--- src/hdl/lbr_pkg.sv ---
// ----------------------------------------------------------------------------
// lbr_pkg: shared types and constants of the bounded lcg48 generator
// generator constants, field widths and the request/response bundles that
// pass between the sequencer and its multiply and divide units
// ----------------------------------------------------------------------------
`default_nettype none

package lbr_pkg;

    localparam int STATE_W   = 48;
    localparam int MULT_W    = 35;
    localparam int CHUNK_W   = 16;
    localparam int U_W       = 31;
    localparam int BOUND_W   = 31;
    localparam int DIVISOR_W = BOUND_W + 1;

    localparam logic [MULT_W-1:0]  LCG_MULT    = 35'h5DEECE66D;
    localparam logic [STATE_W-1:0] LCG_ADD     = 48'hB;
    localparam logic [BOUND_W-1:0] BOUND_RESET = 31'd10;

    typedef struct packed {
        logic               start;
        logic [STATE_W-1:0] src;
    } t_mul_req;

    typedef struct packed {
        logic               done;
        logic [STATE_W-1:0] result;
    } t_mul_rsp;

    typedef struct packed {
        logic                 start;
        logic [U_W-1:0]       dividend;
        logic [DIVISOR_W-1:0] divisor;
    } t_div_req;

    typedef struct packed {
        logic           done;
        logic [U_W-1:0] rem;
    } t_div_rsp;

endpackage

`default_nettype wire

--- src/hdl/lbr_mul.sv ---
// ----------------------------------------------------------------------------
// lbr_mul: lcg state advance unit
// computes (src * mult + add) mod 2^48 with one 16 x 35 multiplier,
// one 16-bit chunk of src per cycle, product registered before accumulation
// ----------------------------------------------------------------------------
`default_nettype none

module lbr_mul (
    input  wire                    i_clk,
    input  wire                    i_rst_n,
    input  wire lbr_pkg::t_mul_req i_req,
    output lbr_pkg::t_mul_rsp      o_rsp
);

    localparam int PROD_W = lbr_pkg::CHUNK_W + lbr_pkg::MULT_W;

    logic                        r_busy;
    logic                        r_done;
    logic [1:0]                  r_cnt;
    logic [lbr_pkg::STATE_W-1:0] r_src;
    logic [lbr_pkg::STATE_W-1:0] r_prod;
    logic                        r_pvld;
    logic [lbr_pkg::STATE_W-1:0] r_acc;

    logic [PROD_W-1:0]           w_prod;
    logic [lbr_pkg::STATE_W-1:0] w_prod_sh;

    assign w_prod = PROD_W'(r_src[lbr_pkg::CHUNK_W-1:0]) * PROD_W'(lbr_pkg::LCG_MULT);

    // place the partial product at its chunk offset, upper bits fall off mod 2^48
    always_comb begin
        unique case (r_cnt)
            2'd0:    w_prod_sh = w_prod[47:0];
            2'd1:    w_prod_sh = {w_prod[31:0], 16'd0};
            2'd2:    w_prod_sh = {w_prod[15:0], 32'd0};
            default: w_prod_sh = '0;
        endcase
    end

    always_ff @(posedge i_clk) begin
        if (!i_rst_n) begin
            r_busy <= 1'b0;
            r_done <= 1'b0;
            r_cnt  <= 2'd0;
            r_pvld <= 1'b0;
        end else begin
            r_done <= 1'b0;
            if (i_req.start) begin
                r_busy <= 1'b1;
                r_cnt  <= 2'd0;
                r_pvld <= 1'b0;
            end else if (r_busy) begin
                r_cnt  <= r_cnt + 2'd1;
                r_pvld <= (r_cnt != 2'd3);
                if (r_cnt == 2'd3) begin
                    r_busy <= 1'b0;
                    r_done <= 1'b1;
                end
            end
        end
    end

    always_ff @(posedge i_clk) begin
        if (i_req.start) begin
            r_src <= i_req.src;
            r_acc <= lbr_pkg::LCG_ADD;
        end else if (r_busy) begin
            r_src  <= r_src >> lbr_pkg::CHUNK_W;
            r_prod <= w_prod_sh;
            if (r_pvld) begin
                r_acc <= r_acc + r_prod;
            end
        end
    end

    assign o_rsp.done   = r_done;
    assign o_rsp.result = r_acc;

endmodule

`default_nettype wire

--- src/hdl/lbr_div.sv ---
// ----------------------------------------------------------------------------
// lbr_div: restoring remainder unit
// one quotient bit per cycle, one for each bit of the 31-bit dividend
// ----------------------------------------------------------------------------
`default_nettype none

module lbr_div (
    input  wire                    i_clk,
    input  wire                    i_rst_n,
    input  wire lbr_pkg::t_div_req i_req,
    output lbr_pkg::t_div_rsp      o_rsp
);

    localparam int CNT_W = $clog2(lbr_pkg::U_W);
    localparam logic [CNT_W-1:0] LAST = CNT_W'(lbr_pkg::U_W - 1);

    logic                          r_busy;
    logic                          r_done;
    logic [CNT_W-1:0]              r_cnt;
    logic [lbr_pkg::U_W-1:0]       r_num;
    logic [lbr_pkg::U_W-1:0]       r_rem;
    logic [lbr_pkg::DIVISOR_W-1:0] r_dsr;

    logic [lbr_pkg::DIVISOR_W-1:0] w_trial;
    logic [lbr_pkg::DIVISOR_W-1:0] w_diff;

    assign w_trial = {r_rem, r_num[lbr_pkg::U_W-1]};
    assign w_diff  = w_trial - r_dsr;

    always_ff @(posedge i_clk) begin
        if (!i_rst_n) begin
            r_busy <= 1'b0;
            r_done <= 1'b0;
            r_cnt  <= '0;
        end else begin
            r_done <= 1'b0;
            if (i_req.start) begin
                r_busy <= 1'b1;
                r_cnt  <= '0;
            end else if (r_busy) begin
                r_cnt <= r_cnt + CNT_W'(1);
                if (r_cnt == LAST) begin
                    r_busy <= 1'b0;
                    r_done <= 1'b1;
                end
            end
        end
    end

    always_ff @(posedge i_clk) begin
        if (i_req.start) begin
            r_num <= i_req.dividend;
            r_dsr <= i_req.divisor;
            r_rem <= '0;
        end else if (r_busy) begin
            r_num <= r_num << 1;
            // remainder stays below the divisor, so it fits in 31 bits
            r_rem <= (w_trial >= r_dsr) ? w_diff[lbr_pkg::U_W-1:0]
                                        : w_trial[lbr_pkg::U_W-1:0];
        end
    end

    assign o_rsp.done = r_done;
    assign o_rsp.rem  = r_rem;

endmodule

`default_nettype wire

--- src/hdl/lcg48_bounded_random.sv ---
// ----------------------------------------------------------------------------
// lcg48_bounded_random: bounded integers from a 48-bit lcg
// java-style nextInt(bound) draw with optional reseed per transfer
// ----------------------------------------------------------------------------
// Each input transfer optionally reseeds the generator (state = seed ^
// 0x5DEECE66D) and then yields one value in 0 .. bound-1 on the output
// channel. A draw runs from the input transfer through the chunked
// multiplier that advances the state and hands off to the divider, then
// the bit-serial remainder unit, then the capture of the remainder and the
// rejection check, before the result lands in the output register. A
// rejected draw repeats the multiply, divide and check. The input side is
// not ready while a draw is running and comes back as the result lands, so
// the block takes no new input transfer until the previous draw is done. A
// finished value waits in the output register, so the next input transfer
// can start while the previous result is still unclaimed; a second
// finished value waits in the check state until the output register frees
// up. A bound register value of 0 means 2^31.
// Write the bound only while idle.
// ----------------------------------------------------------------------------
`default_nettype none

module lcg48_bounded_random (
    input  wire                         i_clk,
    input  wire                         i_rst_n,
    // configuration
    input  wire                         i_cfg_we,
    input  wire  [lbr_pkg::BOUND_W-1:0] i_cfg_data,
    // input channel
    input  wire                         i_in_valid,
    output logic                        o_in_ready,
    input  wire                         i_reseed,
    input  wire  [lbr_pkg::STATE_W-1:0] i_seed,
    // output channel
    output logic                        o_out_valid,
    input  wire                         i_out_ready,
    output logic [lbr_pkg::U_W-1:0]     o_value
);

    // sequencer states
    localparam logic [1:0] S_IDLE = 2'd0;
    localparam logic [1:0] S_MUL  = 2'd1;
    localparam logic [1:0] S_DIV  = 2'd2;
    localparam logic [1:0] S_CHK  = 2'd3;

    localparam int SUM_W = lbr_pkg::DIVISOR_W + 1;

    logic [1:0]                    r_state;
    logic [1:0]                    n_state;
    logic [lbr_pkg::BOUND_W-1:0]   r_bound;
    logic [lbr_pkg::STATE_W-1:0]   r_lcg;
    logic [lbr_pkg::U_W-1:0]       r_u;
    logic [lbr_pkg::U_W-1:0]       r_r;
    logic                          r_out_valid;
    logic [lbr_pkg::U_W-1:0]       r_value;

    lbr_pkg::t_mul_req             w_mul_req;
    lbr_pkg::t_mul_rsp             w_mul_rsp;
    lbr_pkg::t_div_req             w_div_req;
    lbr_pkg::t_div_rsp             w_div_rsp;

    logic                          w_in_xfer;
    logic                          w_out_free;
    logic [lbr_pkg::DIVISOR_W-1:0] w_divisor;
    logic [SUM_W-1:0]              w_sum;
    logic                          w_reject;
    logic                          w_emit;

    assign o_in_ready = (r_state == S_IDLE);
    assign w_in_xfer  = i_in_valid && o_in_ready;
    // output register can take a new value when empty or being drained now
    assign w_out_free = !r_out_valid || i_out_ready;

    // a zero bound stands for 2^31
    assign w_divisor = (r_bound == '0) ? {1'b1, {lbr_pkg::BOUND_W{1'b0}}}
                                       : {1'b0, r_bound};

    // reject while u - r + (bound - 1) overflows signed 32 bits
    assign w_sum    = SUM_W'(r_u) - SUM_W'(r_r) + SUM_W'(w_divisor) - SUM_W'(1);
    assign w_reject = |w_sum[SUM_W-1:lbr_pkg::U_W];
    assign w_emit   = (r_state == S_CHK) && !w_reject && w_out_free;

    // start the state advance on a new transfer or on a rejected draw
    always_comb begin
        w_mul_req.start = w_in_xfer || ((r_state == S_CHK) && w_reject);
        if (w_in_xfer && i_reseed) begin
            w_mul_req.src = i_seed ^ lbr_pkg::STATE_W'(lbr_pkg::LCG_MULT);
        end else begin
            w_mul_req.src = r_lcg;
        end
    end

    // top 31 bits of the advanced state go straight into the divider
    always_comb begin
        w_div_req.start    = (r_state == S_MUL) && w_mul_rsp.done;
        w_div_req.dividend = w_mul_rsp.result[lbr_pkg::STATE_W-1 -: lbr_pkg::U_W];
        w_div_req.divisor  = w_divisor;
    end

    lbr_mul u_mul (
        .i_clk   (i_clk),
        .i_rst_n (i_rst_n),
        .i_req   (w_mul_req),
        .o_rsp   (w_mul_rsp)
    );

    lbr_div u_div (
        .i_clk   (i_clk),
        .i_rst_n (i_rst_n),
        .i_req   (w_div_req),
        .o_rsp   (w_div_rsp)
    );

    always_comb begin
        n_state = r_state;
        unique case (r_state)
            S_IDLE: begin
                if (w_in_xfer) begin
                    n_state = S_MUL;
                end
            end
            S_MUL: begin
                if (w_mul_rsp.done) begin
                    n_state = S_DIV;
                end
            end
            S_DIV: begin
                if (w_div_rsp.done) begin
                    n_state = S_CHK;
                end
            end
            S_CHK: begin
                // redraw on reject, otherwise wait for room in the output register
                if (w_reject) begin
                    n_state = S_MUL;
                end else if (w_out_free) begin
                    n_state = S_IDLE;
                end
            end
            default: n_state = S_IDLE;
        endcase
    end

    always_ff @(posedge i_clk) begin
        if (!i_rst_n) begin
            r_state     <= S_IDLE;
            r_bound     <= lbr_pkg::BOUND_RESET;
            r_lcg       <= '0;
            r_out_valid <= 1'b0;
        end else begin
            r_state <= n_state;
            if (i_cfg_we) begin
                r_bound <= i_cfg_data;
            end
            if (w_div_req.start) begin
                r_lcg <= w_mul_rsp.result;
            end
            if (w_emit) begin
                r_out_valid <= 1'b1;
            end else if (i_out_ready) begin
                r_out_valid <= 1'b0;
            end
        end
    end

    // datapath registers, no reset needed
    always_ff @(posedge i_clk) begin
        if (w_div_req.start) begin
            r_u <= w_div_req.dividend;
        end
        if ((r_state == S_DIV) && w_div_rsp.done) begin
            r_r <= w_div_rsp.rem;
        end
        if (w_emit) begin
            r_value <= r_r;
        end
    end

    assign o_out_valid = r_out_valid;
    assign o_value     = r_value;

endmodule

`default_nettype wire

--- config.mk ---
export PLATFORM = sky130hd
export DESIGN_NAME = lcg48_bounded_random
export DESIGN_NICKNAME = d
export VERILOG_FILES = /design/src/hdl/lbr_pkg.sv /design/src/hdl/lbr_mul.sv /design/src/hdl/lbr_div.sv /design/src/hdl/lcg48_bounded_random.sv
export SDC_FILE = /design/constraint.sdc
export NUM_CORES = 2
export LEC_CHECK = 0
export ABC_AREA = 1
export ABC_CLOCK_PERIOD_IN_PS = 6700
export BUFFER_PORTS_ARGS = -buffer_cell sky130_fd_sc_hd__buf_2
export CAP_MARGIN = 40
export CORE_ASPECT_RATIO = 1.2
export CORE_MARGIN = 1.5
export CORE_UTILIZATION = 45
export CTS_CLUSTER_DIAMETER = 120
export DETAILED_ROUTE_END_ITERATION = 8
export PLACE_DENSITY = 0.6
export SYNTH_ARGS = -nofsm -noshare
export SYNTH_HDL_FRONTEND = slang
export SYNTH_HIERARCHICAL = 1
export SYNTH_SLANG_ARGS = --single-unit
--- constraint.sdc ---
create_clock -name i_clk -period 6.7 [get_ports i_clk]
set_clock_uncertainty 0.2 [all_clocks]
set_input_delay 0.335 -clock i_clk [delete_from_list [all_inputs] [get_ports i_clk]]
set_output_delay 0.335 -clock i_clk [all_outputs]
set_load 0.03 [all_outputs]
==> reports/qor.yml <==
top_layer_used: "met5"
first_pass_iters: 5
critPathMaxFanout: 5
nFillCells: 8419
slew_violations: 0
yosysSeqAreaShare: 0.293
final_cell_mix: "nand2_1, inv_1, nor2_1"
synth_simple_gate_area_share: 0.252
status: "completed"
ys_seq_elements: 425
fmax_mhz: 153
maxSlewHeadroom: 0.339
min_period_ps: 6520
initial_core_util: 0.453
drt-met1-wl_um: 51000
design_area_um2: 42000
synth_xor_area_frac: 0.0191
crit_type: "reg -> reg"
multi_input_comb_area_um2: 21800
grt_max_degree: 60
ys_warn_count: 6
grt_pass1_wl_um: 197000
port_buffers: 117
antenna_found_initial: 3
area_growth_syn_to_layout_pct: 11.6
synth_edf_count: 252
ys.flop_type: "edfxtp_1"
fin_nets: 5913
rows: 116
hold_class: "in -> reg"
worstPathRequired_ps: 6890
cts_made_buffers: 49
hold_violations: 0
post-route-util: 0.505
place_area_um2: 39600
clockRootBuffer: "clkbuf_16"
synth_compound_area_frac: 0.0631
route.detailed.drc: 0
post-synth-top-area-fraction: 0.201
cts_tree: "done"
wl_met2_um: 68300
startpoint_type: "flop"
async_reset_ff_frac: 0
drive_above_1_share: 0.0806
vias_per_cell: 5.07
maxCapViolCount: 0
grt_pass1_vias: 32300
yosysUniqueCellTypes: 55
dpl.hpwl_um: 112000
worstSkewPairLatency_ps: 630
chipWidth_um: 267
grt_setup_unrepaired: "no"
die_area_um2: 85400
netlist_area_um2: 37700
synthAdderAreaFrac: 0.236
clk_path_buf_depth: 3
setup_tns_ps: 0
synth_mux_area_frac: 0.00748
grt-ovfl-total: 0
setup_violations: 0
seqCellArea_um2: 11000
place_inst: 6254
clock_sinks: 425
synth_cells: 5084
syn_area_per_cell_um2: 7.41
first_iter_violations: 2087
clk_pin_slew_ps: 70
instances_no_fill: 6420
synth_top_family_by_area: "simple AND/OR/NAND/NOR gates"
worstMarginPinSlew_ps: 981
dieHeight_um: 320
yosysTopAreaCell: "edfxtp_1"
wl_per_cell_um: 20.8
final_common_cell: "nand2_1"
io-pin-count: 118
place_congestion: 1.04
synth.top_cells.by_area: "edfxtp_1, nand2_1, fa_1"
core_um2: 83200
drt_wl_total_um: 134000
syn_nets: 5739
ctsHtreeMaxLevel: 2
track_usage: 0.313
vias: 32600
met3_length_um: 4900
cp.arrival_ps: 6710
ant_nets: 0
finalCritPeriodShare: 0.974
crit_path_end_kind: "flop"
-- stage by stage --
step	hold WS (ps)	setup slack, ps
3_3_place_gp	212	-50.5
4_1_cts	11.4	45.4
6_report	30.4	177
5_1_grt	58.6	13.7
3_5_place_dp	216	65.5
2_1_floorplan	226	225
-- routing by layer --
layer,up-vias,track usage
li1,16000,-
met1,15400,0.343
met2,883,0.576
met3,305,0.0293
met4,4,0.198
met5,-,0
-- logic make-up after synthesis --
| logic type | count (synthesis) |
|---|---|
| AO/OA/AOI/OAI | 434 |
| flip-flops | 425 |
| XOR/XNOR | 82 |
| AND/OR/NAND/NOR | 2267 |
| multiplexers | 25 |
| buffers and inverters | 1281 |
| adder cells (fa/ha/maj) | 570 |
-- critical path: stages (launching register included) --
cell and delay [ps]:
edfxtp_1 500, buf_4 190, fa_1 620, inv_1 110, fa_1 490, inv_1 80
fa_1 530, inv_1 50, fa_1 530, inv_1 50, fa_1 520, inv_1 50
fa_1 530, inv_1 40, ha_1 390, nand2_1 140, nor2_1 260, nand2_1 170
nor2_1 230, nand3_1 210, nand3_1 140, nand2_1 50, nand3_1 100, nand2_1 80
-- final timing paths --
path | start | endpoint | slack, ps | depth (start not counted)
setup / recovery | u_mul/r_src[10] | u_mul/r_prod[45] | 180 | 23
hold reg to reg | r_bound[9] | u_div/r_dsr[9] | 230 | 0
hold / removal | i_seed[32] | u_mul/r_src[32] | 30 | 4
setup reg to reg | u_mul/r_src[10] | u_mul/r_prod[45] | 180 | 23
-- cell usage after synthesis, types with 22 or more instances --
master,number
a21oi_1,178
clkbuf_1,100
dfxtp_1,173
edfxtp_1,252
fa_1,235
ha_1,335
inv_1,1148
mux2_2,25
nand2_1,1406
nand2_2,32
nand3_1,229
nand3b_1,25
nand4_1,44
nor2_1,430
nor2_2,26
o21ai_0,165
o21ai_1,22
xnor2_1,38
xor2_1,44
-- state kept, by name, indices dropped and copies added (netlist names), 2 cells and up --
| signal | flops |
|---|---|
| r_r | 31 |
| r_u | 31 |
| u_div/r_cnt | 5 |
| o_value | 31 |
| r_state | 2 |
| u_div/r_rem | 31 |
| r_lcg | 48 |
| r_bound | 31 |
| u_mul/r_prod | 48 |
| u_div/r_dsr | 32 |
| u_div/r_num | 31 |
| u_mul/r_src | 48 |
| u_mul/r_cnt | 2 |
| u_mul/r_acc | 48 |
-- timing repair --
item	CTS	global route
hold endpoints to repair	60	0
buffers inserted	0	10
hold buffers	64	0
resized for setup	0	7
endpoints found under the setup margin	0	11
-- cell type report --
type	instances	share of cell area
clock inverter	32	0.00872
inverter	1166	0.104
multi-input combinational	3378	0.520
clock buffer	59	0.0310
tap	1121	0.0334
sequential	425	0.262
timing repair buffer	238	0.0405
antenna	1	0.0000595
Power is not shown: default switching activity piles up to over one toggle a cycle in this logic, so the estimate is an artifact.
